===== config.mk =====
export PLATFORM = sky130hd
export DESIGN_NAME = jsonl_line_splitter
export DESIGN_NICKNAME = d
export VERILOG_FILES = /design/src/sv/jls_pkg.sv /design/src/sv/jls_front.sv /design/src/sv/jls_queue.sv /design/src/sv/jls_back.sv /design/src/sv/jsonl_line_splitter.sv
export SDC_FILE = /design/constraint.sdc
export NUM_CORES = 1
export LEC_CHECK = 0
export ABC_AREA = 1
export BUFFER_PORTS_ARGS = -buffer_cell sky130_fd_sc_hd__buf_4
export CORE_ASPECT_RATIO = 0.8
export CORE_MARGIN = 10
export CORE_UTILIZATION = 25
export CTS_CLUSTER_SIZE = 28
export DETAILED_ROUTE_END_ITERATION = 10
export GPL_TIMING_DRIVEN = 0
export PLACE_DENSITY_LB_ADDON = 0.12
export SKIP_CTS_REPAIR_TIMING = 1
export SYNTH_ARGS = -nofsm -noshare
export SYNTH_HDL_FRONTEND = slang
export SYNTH_HIERARCHICAL = 1
export SYNTH_SLANG_ARGS = --single-unit

===== constraint.sdc =====
create_clock -name clk -period 7.4 [get_ports clk]
set_input_delay 1.48 -clock clk [delete_from_list [all_inputs] [get_ports clk]]
set_output_delay 1.48 -clock clk [all_outputs]
set_load 0.01 [all_outputs]

===== src/sv/jls_pkg.sv =====
`timescale 1ns / 1ps
// ----------------------------------------------------------------------------
// jls_pkg
// Shared types and constants for the JSON Lines line splitter.
// ----------------------------------------------------------------------------
package jls_pkg;

    localparam int OFFSET_BITS_DEFAULT = 32;
    localparam int QUEUE_DEPTH_DEFAULT = 4;

    localparam logic [7:0] CH_LF    = 8'h0A;
    localparam logic [7:0] CH_CR    = 8'h0D;
    localparam logic [7:0] CH_HT    = 8'h09;
    localparam logic [7:0] CH_SPACE = 8'h20;
    localparam logic [7:0] BOM_B0   = 8'hEF;
    localparam logic [7:0] BOM_B1   = 8'hBB;
    localparam logic [7:0] BOM_B2   = 8'hBF;

    typedef struct packed {
        logic [7:0] data_byte;
        logic       is_final;
    } byte_item_t;

    typedef struct packed {
        logic [31:0] sequence_number;
        logic [31:0] source_line_out;
        logic [31:0] raw_start;
        logic [31:0] raw_length;
        logic [31:0] json_start;
        logic [31:0] json_length;
    } rec_item_t;

    // Byte class as decided by the front end
    typedef struct packed {
        logic is_final;
        logic is_lf;
        logic is_cr;
        logic is_blank;
        logic is_bom0;
        logic is_bom1;
        logic is_bom2;
    } byte_class_t;

    localparam int CLS_W = $bits(byte_class_t);

endpackage


===== src/sv/jls_front.sv =====
`timescale 1ns / 1ps
// ----------------------------------------------------------------------------
// jls_front
// Accepts bytes, classifies them and tags each with its byte offset.
// ----------------------------------------------------------------------------
module jls_front #(
    parameter int OFFSET_BITS = jls_pkg::OFFSET_BITS_DEFAULT
) (
    input  logic                                clk,
    input  logic                                rst_n,
    input  logic                                byte_valid,
    output logic                                byte_stall,
    input  jls_pkg::byte_item_t                 byte_item,
    input  logic                                q_full,
    output logic                                q_push,
    output logic [OFFSET_BITS+jls_pkg::CLS_W-1:0] q_wdata
);
    import jls_pkg::*;

    logic [OFFSET_BITS-1:0] offset_reg;
    logic [OFFSET_BITS-1:0] offset_next;
    byte_class_t            cls;
    logic [7:0]             b;

    assign b          = byte_item.data_byte;
    assign byte_stall = q_full;
    assign q_push     = byte_valid && !q_full;

    always_comb
    begin
        cls.is_final = byte_item.is_final;
        cls.is_lf    = (b == CH_LF);
        cls.is_cr    = (b == CH_CR);
        cls.is_blank = (b == CH_SPACE) || ((b >= CH_HT) && (b <= CH_CR));
        cls.is_bom0  = (b == BOM_B0);
        cls.is_bom1  = (b == BOM_B1);
        cls.is_bom2  = (b == BOM_B2);
    end

    assign q_wdata = {offset_reg, cls};

    // Restart the offset after the final byte of the content
    always_comb
    begin
        offset_next = offset_reg;
        if (q_push)
        begin
            if (byte_item.is_final)
                offset_next = '0;
            else
                offset_next = offset_reg + OFFSET_BITS'(1);
        end
    end

    always_ff @(posedge clk or negedge rst_n)
    begin
        if (!rst_n)
            offset_reg <= '0;
        else
            offset_reg <= offset_next;
    end

endmodule


===== src/sv/jls_queue.sv =====
`timescale 1ns / 1ps
// ----------------------------------------------------------------------------
// jls_queue
// Short first-in first-out queue between the front end and the line tracker.
// ----------------------------------------------------------------------------
module jls_queue #(
    parameter int WIDTH = 8,
    parameter int DEPTH = jls_pkg::QUEUE_DEPTH_DEFAULT
) (
    input  logic             clk,
    input  logic             rst_n,
    input  logic             push,
    input  logic [WIDTH-1:0] wdata,
    input  logic             pop,
    output logic [WIDTH-1:0] rdata,
    output logic             full,
    output logic             empty
);
    import jls_pkg::*;

    localparam int PTR_W = (DEPTH > 1) ? $clog2(DEPTH) : 1;
    localparam int CNT_W = $clog2(DEPTH + 1);

    logic [WIDTH-1:0] mem [DEPTH];
    logic [PTR_W-1:0] wr_ptr_reg, wr_ptr_next;
    logic [PTR_W-1:0] rd_ptr_reg, rd_ptr_next;
    logic [CNT_W-1:0] count_reg, count_next;
    logic             do_push;
    logic             do_pop;

    assign full    = (count_reg == CNT_W'(DEPTH));
    assign empty   = (count_reg == '0);
    assign do_push = push && !full;
    assign do_pop  = pop && !empty;
    assign rdata   = mem[rd_ptr_reg];

    always_comb
    begin
        wr_ptr_next = wr_ptr_reg;
        rd_ptr_next = rd_ptr_reg;
        count_next  = count_reg;
        if (do_push)
            wr_ptr_next = (wr_ptr_reg == PTR_W'(DEPTH - 1)) ? '0 : wr_ptr_reg + PTR_W'(1);
        if (do_pop)
            rd_ptr_next = (rd_ptr_reg == PTR_W'(DEPTH - 1)) ? '0 : rd_ptr_reg + PTR_W'(1);
        if (do_push && !do_pop)
            count_next = count_reg + CNT_W'(1);
        else if (do_pop && !do_push)
            count_next = count_reg - CNT_W'(1);
    end

    always_ff @(posedge clk)
    begin
        if (do_push)
            mem[wr_ptr_reg] <= wdata;
    end

    always_ff @(posedge clk or negedge rst_n)
    begin
        if (!rst_n)
        begin
            wr_ptr_reg <= '0;
            rd_ptr_reg <= '0;
            count_reg  <= '0;
        end
        else
        begin
            wr_ptr_reg <= wr_ptr_next;
            rd_ptr_reg <= rd_ptr_next;
            count_reg  <= count_next;
        end
    end

endmodule


===== src/sv/jls_back.sv =====
`timescale 1ns / 1ps
// ----------------------------------------------------------------------------
// jls_back
// Tracks line, text span and marker state; registers one record per line with text.
// ----------------------------------------------------------------------------
module jls_back #(
    parameter int OFFSET_BITS = jls_pkg::OFFSET_BITS_DEFAULT
) (
    input  logic                                  clk,
    input  logic                                  rst_n,
    input  logic                                  q_empty,
    input  logic [OFFSET_BITS+jls_pkg::CLS_W-1:0] q_rdata,
    output logic                                  q_pop,
    output logic                                  rec_valid,
    input  logic                                  rec_stall,
    output jls_pkg::rec_item_t                    rec_item
);
    import jls_pkg::*;

    localparam logic [1:0] PH_START = 2'd0;
    localparam logic [1:0] PH_EF    = 2'd1;
    localparam logic [1:0] PH_EFBB  = 2'd2;
    localparam logic [1:0] PH_DONE  = 2'd3;

    logic [OFFSET_BITS-1:0] line_begin_reg, line_begin_next;
    logic [OFFSET_BITS-1:0] first_reg, first_next;
    logic [OFFSET_BITS-1:0] end_reg, end_next;
    logic [31:0]            line_count_reg, line_count_next;
    logic [31:0]            emitted_reg, emitted_next;
    logic                   has_reg, has_next;
    logic [1:0]             phase_reg, phase_next;
    logic                   prev_cr_reg, prev_cr_next;
    logic                   rec_valid_reg, rec_valid_next;
    rec_item_t              rec_item_reg, rec_item_next;

    byte_class_t            cls;
    logic [OFFSET_BITS-1:0] pos;
    logic [OFFSET_BITS-1:0] nxt;
    logic [OFFSET_BITS-1:0] first_t, end_t;
    logic                   has_t;
    logic [1:0]             phase_t;
    logic                   mark;
    logic                   emit;
    logic [OFFSET_BITS-1:0] raw_adj;
    logic [OFFSET_BITS-1:0] raw_len;
    logic [OFFSET_BITS-1:0] json_len;

    assign cls   = byte_class_t'(q_rdata[CLS_W-1:0]);
    assign pos   = q_rdata[CLS_W +: OFFSET_BITS];
    assign nxt   = pos + OFFSET_BITS'(1);
    assign q_pop = !q_empty && (!rec_valid_reg || !rec_stall);

    // Text span and marker tracking for a byte that is not a line feed
    always_comb
    begin
        has_t   = has_reg;
        first_t = first_reg;
        end_t   = end_reg;
        phase_t = phase_reg;
        mark    = 1'b0;
        if (!cls.is_lf)
        begin
            if (cls.is_blank)
            begin
                if (phase_reg == PH_EF || phase_reg == PH_EFBB)
                    phase_t = PH_DONE;
            end
            else
            begin
                case (phase_reg)
                    PH_START:
                    begin
                        phase_t = cls.is_bom0 ? PH_EF : PH_DONE;
                        mark    = 1'b1;
                    end
                    PH_EF:
                    begin
                        phase_t = cls.is_bom1 ? PH_EFBB : PH_DONE;
                        mark    = 1'b1;
                    end
                    PH_EFBB:
                    begin
                        phase_t = PH_DONE;
                        if (cls.is_bom2)
                            has_t = 1'b0;
                        else
                            mark = 1'b1;
                    end
                    default:
                    begin
                        mark = 1'b1;
                    end
                endcase
            end
            if (mark)
            begin
                if (!has_reg)
                begin
                    first_t = pos;
                    has_t   = 1'b1;
                end
                end_t = nxt;
            end
        end
    end

    // Line feed closes on its own offset and drops a preceding CR; a final
    // byte closes one past itself and drops itself if it is a CR.
    always_comb
    begin
        if (cls.is_lf)
            raw_adj = prev_cr_reg ? '1 : '0;
        else
            raw_adj = cls.is_cr ? '0 : OFFSET_BITS'(1);
    end

    assign raw_len  = pos - line_begin_reg + raw_adj;
    assign json_len = end_t - first_t;
    assign emit     = has_t && (cls.is_lf || cls.is_final);

    always_comb
    begin
        rec_item_next.sequence_number = emitted_reg;
        rec_item_next.source_line_out = line_count_reg;
        rec_item_next.raw_start       = 32'(line_begin_reg);
        rec_item_next.raw_length      = 32'(raw_len);
        rec_item_next.json_start      = 32'(first_t);
        rec_item_next.json_length     = 32'(json_len);
    end

    always_comb
    begin
        line_begin_next = line_begin_reg;
        first_next      = first_reg;
        end_next        = end_reg;
        line_count_next = line_count_reg;
        emitted_next    = emitted_reg;
        has_next        = has_reg;
        phase_next      = phase_reg;
        prev_cr_next    = prev_cr_reg;
        rec_valid_next  = rec_valid_reg;
        if (q_pop)
        begin
            rec_valid_next = emit;
            if (cls.is_final)
            begin
                line_begin_next = '0;
                first_next      = '0;
                end_next        = '0;
                line_count_next = 32'd1;
                emitted_next    = '0;
                has_next        = 1'b0;
                phase_next      = PH_START;
                prev_cr_next    = 1'b0;
            end
            else
            begin
                prev_cr_next = cls.is_cr;
                emitted_next = emitted_reg + 32'(emit);
                if (cls.is_lf)
                begin
                    line_begin_next = nxt;
                    line_count_next = line_count_reg + 32'd1;
                    has_next        = 1'b0;
                    phase_next      = PH_DONE;
                end
                else
                begin
                    has_next   = has_t;
                    first_next = first_t;
                    end_next   = end_t;
                    phase_next = phase_t;
                end
            end
        end
        else if (!rec_stall)
        begin
            rec_valid_next = 1'b0;
        end
    end

    always_ff @(posedge clk or negedge rst_n)
    begin
        if (!rst_n)
        begin
            line_begin_reg <= '0;
            first_reg      <= '0;
            end_reg        <= '0;
            line_count_reg <= 32'd1;
            emitted_reg    <= '0;
            has_reg        <= 1'b0;
            phase_reg      <= PH_START;
            prev_cr_reg    <= 1'b0;
            rec_valid_reg  <= 1'b0;
        end
        else
        begin
            line_begin_reg <= line_begin_next;
            first_reg      <= first_next;
            end_reg        <= end_next;
            line_count_reg <= line_count_next;
            emitted_reg    <= emitted_next;
            has_reg        <= has_next;
            phase_reg      <= phase_next;
            prev_cr_reg    <= prev_cr_next;
            rec_valid_reg  <= rec_valid_next;
        end
    end

    // Load the record only when a line actually produces one
    always_ff @(posedge clk)
    begin
        if (q_pop && emit)
            rec_item_reg <= rec_item_next;
    end

    assign rec_valid = rec_valid_reg;
    assign rec_item  = rec_item_reg;

endmodule


===== src/sv/jsonl_line_splitter.sv =====
`timescale 1ns / 1ps
// ----------------------------------------------------------------------------
// jsonl_line_splitter
// Splits a JSON Lines byte stream into per-line record descriptors.
// ----------------------------------------------------------------------------
// Feed the content one byte per item on the byte channel, with is_final set
// on its last byte; the block then returns to its reset state and the next
// byte starts new content. Each line that holds JSON text after trimming
// C-locale whitespace (and, on line 1 only, a leading EF BB BF marker) gives
// one record on the rec channel, issued when its line feed or the final byte
// is taken. The block takes one byte every clock cycle: the front end only
// classifies a byte and stamps its offset, and the line tracker behind a
// queue of QUEUE_DEPTH entries does a single add/subtract pass per byte, so
// one byte per cycle is sustained as long as records are taken. A record is
// registered when the byte that closes it leaves the queue. When rec_stall
// is held, the output register and then the queue fill, and byte_stall rises
// once QUEUE_DEPTH bytes are waiting. Offsets count modulo 2^OFFSET_BITS and
// are then cut or zero-extended to the 32-bit record fields.
// ----------------------------------------------------------------------------
module jsonl_line_splitter #(
    parameter int OFFSET_BITS = jls_pkg::OFFSET_BITS_DEFAULT,
    parameter int QUEUE_DEPTH = jls_pkg::QUEUE_DEPTH_DEFAULT
) (
    input  logic                clk,
    input  logic                rst_n,
    input  logic                byte_valid,
    output logic                byte_stall,
    input  jls_pkg::byte_item_t byte_item,
    output logic                rec_valid,
    input  logic                rec_stall,
    output jls_pkg::rec_item_t  rec_item
);
    import jls_pkg::*;

    localparam int Q_W = OFFSET_BITS + CLS_W;

    // Queue entry: byte offset above the byte class
    logic [Q_W-1:0] q_wdata;
    logic [Q_W-1:0] q_rdata;
    logic           q_push;
    logic           q_pop;
    logic           q_full;
    logic           q_empty;

    // Classify each byte and stamp its offset
    jls_front #(
        .OFFSET_BITS (OFFSET_BITS)
    ) u_front (
        .clk        (clk),
        .rst_n      (rst_n),
        .byte_valid (byte_valid),
        .byte_stall (byte_stall),
        .byte_item  (byte_item),
        .q_full     (q_full),
        .q_push     (q_push),
        .q_wdata    (q_wdata)
    );

    // Decouple the front end from the record output stall
    jls_queue #(
        .WIDTH (Q_W),
        .DEPTH (QUEUE_DEPTH)
    ) u_queue (
        .clk   (clk),
        .rst_n (rst_n),
        .push  (q_push),
        .wdata (q_wdata),
        .pop   (q_pop),
        .rdata (q_rdata),
        .full  (q_full),
        .empty (q_empty)
    );

    // Track lines and text spans, drive the record register
    jls_back #(
        .OFFSET_BITS (OFFSET_BITS)
    ) u_back (
        .clk       (clk),
        .rst_n     (rst_n),
        .q_empty   (q_empty),
        .q_rdata   (q_rdata),
        .q_pop     (q_pop),
        .rec_valid (rec_valid),
        .rec_stall (rec_stall),
        .rec_item  (rec_item)
    );

endmodule


* After elaboration in Yosys (flattened, before gate mapping)
Memory sizes are Yosys's and may differ from the RTL's. Cells that the tools add are included.
Storage, ports and cells: flip-flop bits (word level) 396, memory bits (writable) 156, input bits 13, output and inout port bits 194, logic and storage cells 120, memories 1
Cells by class: add/sub/neg operators 11, order comparisons 2, equality and inequality tests 14, mux-type cells 46, reductions and logical operators 27
Memory list:
- u_queue.mem | words 4, bits a word 39, read ports 1, clocked after memory_dff 0, write ports 1, line jls_queue.sv:24 | logic [WIDTH-1:0] mem [DEPTH];
Operator list (number):
- 32-bit two-way mux | 17
- 32-bit by 1-bit adder with 32-bit output (second input constant) | 3
- 32-bit subtractor | 2
- 32-bit by 1-bit adder with 32-bit output | 1
- 32-bit adder | 1
- 8-bit == test (second input constant) | 3
- 1-bit two-way mux | 19
- 8-bit by 4-bit == test with 1-bit output (second input constant) | 2
- 2-bit two-way mux | 7
- 1-bit logical AND | 9
- 8-bit by 6-bit == test with 1-bit output (second input constant) | 1
- 8-bit by 4-bit >= comparator with 1-bit output (second input constant) | 1
- 8-bit by 4-bit <= comparator with 1-bit output (second input constant) | 1
- 2-bit == test (second input constant) | 3
- 1-bit zero test | 6
- 3-bit two-way mux | 2
- 2-bit case mux with 3 select lines | 1
- 6-bit nonzero test | 1
- 2-bit by 1-bit adder with 2-bit output (second input constant) | 2
- 1-bit logical OR | 4
- 4-bit by 1-bit inequality test with 1-bit output (second input constant) | 1
- 2-bit AND reduction | 2
- 2-bit nonzero test | 2
- 3-bit by 1-bit adder with 3-bit output (second input constant) | 1
- other kinds (8) | 8

* Depth between registers and ports, before layout
An unclocked memory read counts as a cell.
word-level depth 10, gate-level depth with buffers 27

* Modules after synthesis
Netlist, hierarchy kept.
By module, submodules not included:
- jls_back | instances 1, cells each 2375, area an instance 20099.3 µm², seq. area each 9895.7 µm²
- jls_queue | instances 1, cells each 517, area an instance 6741.5 µm², seq. area each 4859.7 µm²
- jls_front | instances 1, cells each 309, area an instance 2067.0 µm², seq. area each 800.8 µm²

* Worst setup path after synthesis
Ideal clock, no wire load.
kind input port to flip-flop, from input rec_stall, to register u_back.rec_item_reg (netlist bit u_back/rec_item[0]), enable pin, library setup time 0.544 ns, arrival 5.954 ns, required time 6.856 ns, path slack 0.901 ns, cell stages on the path 6, path through nand2_1 -> nand2_2 -> nor2_8 -> clkbuf_1 -> nand2_1 -> inv_1
On the way: longest elaborated chain between the ends 4
Ends and longest elaborated chain:
- from (decl) | line jsonl_line_splitter.sv:30 | input logic rec_stall,
- 1-bit zero test | line jls_back.sv:51 | assign q_pop = !q_empty && (!rec_valid_reg || !rec_stall);
- 1-bit logical OR | line jls_back.sv:51
- 1-bit logical AND | line jls_back.sv:51
- 1-bit logical AND | line jls_back.sv:213 | if (q_pop && emit)
- to (signal assigned) | line jls_back.sv:214 | rec_item_reg <= rec_item_next;
- to (decl) | line jls_back.sv:34 | rec_item_t rec_item_reg, rec_item_next;
Every way passes these cells. A chain may end at the register's enable or synchronous reset.

* Worst setup path in the final report
from register u_queue.rd_ptr_reg[1], to register u_back.rec_item_reg (netlist bit u_back/rec_item[17]) (data pin)
On the way: elaborated cells on any way between the ends 12, those cells by class add/sub: 2; mux: 9; memory: 1
RTL lines:
- from (decl) | line jls_queue.sv:26 | logic [PTR_W-1:0] rd_ptr_reg, rd_ptr_next;
- from (signal assigned) | line jls_queue.sv:69 | rd_ptr_reg <= rd_ptr_next;
- memory read 4 x 39 bit *
- net q_rdata[7] | line jsonl_line_splitter.sv:39 | logic [Q_W-1:0] q_rdata;
- 32-bit by 1-bit adder with 32-bit output or 32-bit two-way mux (tied branches) | line jls_back.sv:50, jls_back.sv:97
- 32-bit two-way mux | line jls_back.sv:95 | if (mark)
- 32-bit two-way mux | line jls_back.sv:61 | if (!cls.is_lf)
- 32-bit subtractor * | line jls_back.sv:118 | assign json_len = end_t - first_t;
- net u_back.json_len[17] | line jls_back.sv:46 | logic [OFFSET_BITS-1:0] json_len;
Mark *: on every way through the listed nets, which the timed path passes. The rest lies on a longest branch. The select of a mux whose other input is x is not followed.

==> impl_metrics.ini <==
[logic_synthesis]
synthArstFlopShare_pct = 37.0
synth_area_um2 = 28900
synth_edf_count = 348
syn-num-nets = 3324
avgSynthCellArea_um2 = 9.03
syn-instance-count = 3201
synth_warnings = 6
synth_ff_type = edfxtp_1
seq_area_frac_synth_pct = 53.8
yosysUniqueCellTypes = 54
ys_ff_latch = 552

[worst_setup_path]
startpoint_type = flip-flop
cp.arrival_ns = 5.68
cp_data_required_time_ns = 7.74
end_kind = flip-flop
critPathKind = flip-flop to flip-flop
worst-path-max-fanout = 10

[route]
final_antenna_net_count = 0
wirelength_um = 98700
drtIter0Drc = 1537
num_vias = 22592
drc_errors = 0
via_per_inst = 4.46
wire_per_inst_um = 19.5
dr.pass1.iters = 5

[sta]
clock.fmax_mhz = 187
setup_viol = 0
tightest_slew_ns = 1.04
finalCritPeriodShare_pct = 72.2
fin_ws_ns = 2.06
finalCriticalPeriod_ns = 5.34
maxSlewHeadroom_pct = 29.9
rsz0062_at_grt = no
slew_viol_final = 0
finalHoldWorstSlack_ns = 0.476
hold_viol = 0
clock_skew_ns = 0.0371

[global_route]
grt_max_degree = 86
grt_first_pass_wirelength_um = 148000
grt_overflow = 0
grt_pass1_vias = 22664
antenna_found_initial = 4
grt_usage_pct = 15.1

[cts]
clock_path_buffers = 3
cts_tree = built
cts-root-buf = clkbuf_16
clkTransAtPathRegs_ns = 0.06
cts_max_level = 3
clock-sinks = 552
clk_latency_ns = 0.65
cts_inserted_buffers = 68

[die]
die-area_um2 = 130000
io_pins = 207
rows = 111
die_h_um = 324
core_area_um2 = 115000
floorplan.initialDensity_pct = 25.2
die-width_um = 400

[final_layout]
final_util_pct = 30.4
syn_to_final_growth_pct = 20.6
largest_reg_flops = 192
layout_common_cells = nand2_1 (819), inv_1 (488), edfxtp_1 (348)
fin_area_um2 = 34900
num-nets-final = 3609
final_common_cell = nand2_1
layout-drive-gt1-share_pct = 12.7

[placement]
port_buffers = 206
placed_area_um2 = 32600
dp_hpwl_um = 75700
pre_cts_ws_ns = 2.13
gp_congestion = 0.852

[outcome]
outcome = finished clean

[run]
cap_violations = 0

[worst_hold_path]
hold_class = flip-flop to flip-flop
[per-stage QoR]
| stage | setup TNS (ns) | instances |
|---|---|---|
| finish | 0 | 5067 |
| global route | 0 | 5065 |
| CTS | 0 | 5065 |
| detailed placement | 0 | 4941 |
| global placement | -475.74 | 4932 |
| floorplan | 0 | 3201 |
[final cells by class]
class	instances	area (um^2)
fillers	12196	79900
flip-flops and latches	552	15600
multi-input cells	2078	11100
well taps	1525	1910
inverters	498	1880
clock buffers	81	1810
repair buffers	215	1760
plain buffers	73	444
clock inverters	43	414
diodes	2	5.00
[metal layers]
layer / global-route usage (%) / wire length (um) / up-vias / share of wire [%]
li1: - / - / 11173 / -
met1: 21.5 / 48900 / 10903 / 49
met2: 23.7 / 43700 / 411 / 44
met3: 2.45 / 4030 / 105 / 4.1
met4: 3.82 / 2130 / 0 / 2.2
met5: 0 / 0 / - / 0
[synth_stat cells, types with 37 or more instances]
master,count,share of area [%]
o22ai_1,41,0.89
xor2_1,51,1.5
o211ai_1,71,1.8
o21ai_1,37,0.64
nand3_1,175,3.0
nand2_1,820,11
nand4_1,44,0.95
a21oi_1,118,2.0
edfxtp_1,348,36
o21ai_0,133,2.3
ha_1,77,3.3
inv_1,489,6.3
dfrtp_1,203,18
nor2_1,261,3.4
nor3_1,64,1.1
[final timing paths]
kind | from | end | slack, ns | depth (start not counted)
setup / recovery | u_queue/rd_ptr_reg[1] | u_back/rec_item[17] | 2.06 | 19
hold / removal | u_back/end_reg[22] | u_back/end_reg[22] | 0.48 | 2
setup reg to reg | u_queue/rd_ptr_reg[1] | u_back/rec_item[17] | 2.06 | 19
hold reg to reg | u_back/end_reg[22] | u_back/end_reg[22] | 0.48 | 2
max in group asynchronous | rst_n | u_back/end_reg[29] | 5.41 | 3
min in group asynchronous | rst_n | u_front/offset_reg[28] | 0.74 | 1
[critical path: stages, from the launching register on]
cell and delay, ns:
dfrtp_1 0.34, buf_2 0.16, clkbuf_1 0.46, o211ai_1 0.17, nand2_1 0.42, ha_1 0.25
nand2_1 0.09, inv_1 0.14, nand3_1 0.17, nor2_1 0.44, xor2_1 0.29, o21ai_1 0.18
ha_1 0.45, nand2_1 0.12, nor2_1 0.23, inv_1 0.12, nor2_1 0.23, nand3_1 0.11
nand3_1 0.11, xor2_1 0.56
[kinds of logic after synthesis]
group           Yosys count  share of synthesized area, %
compound gates          454                          9.29
fa+ha+maj               110                          5.62
simple gates           1453                          21.4
buf+inv                 571                          8.01
flops                   552                          53.8
xor+xnor                 61                          1.85
Power is not shown: default switching activity piles up to over one toggle a cycle in this logic, so the estimate is an artifact.
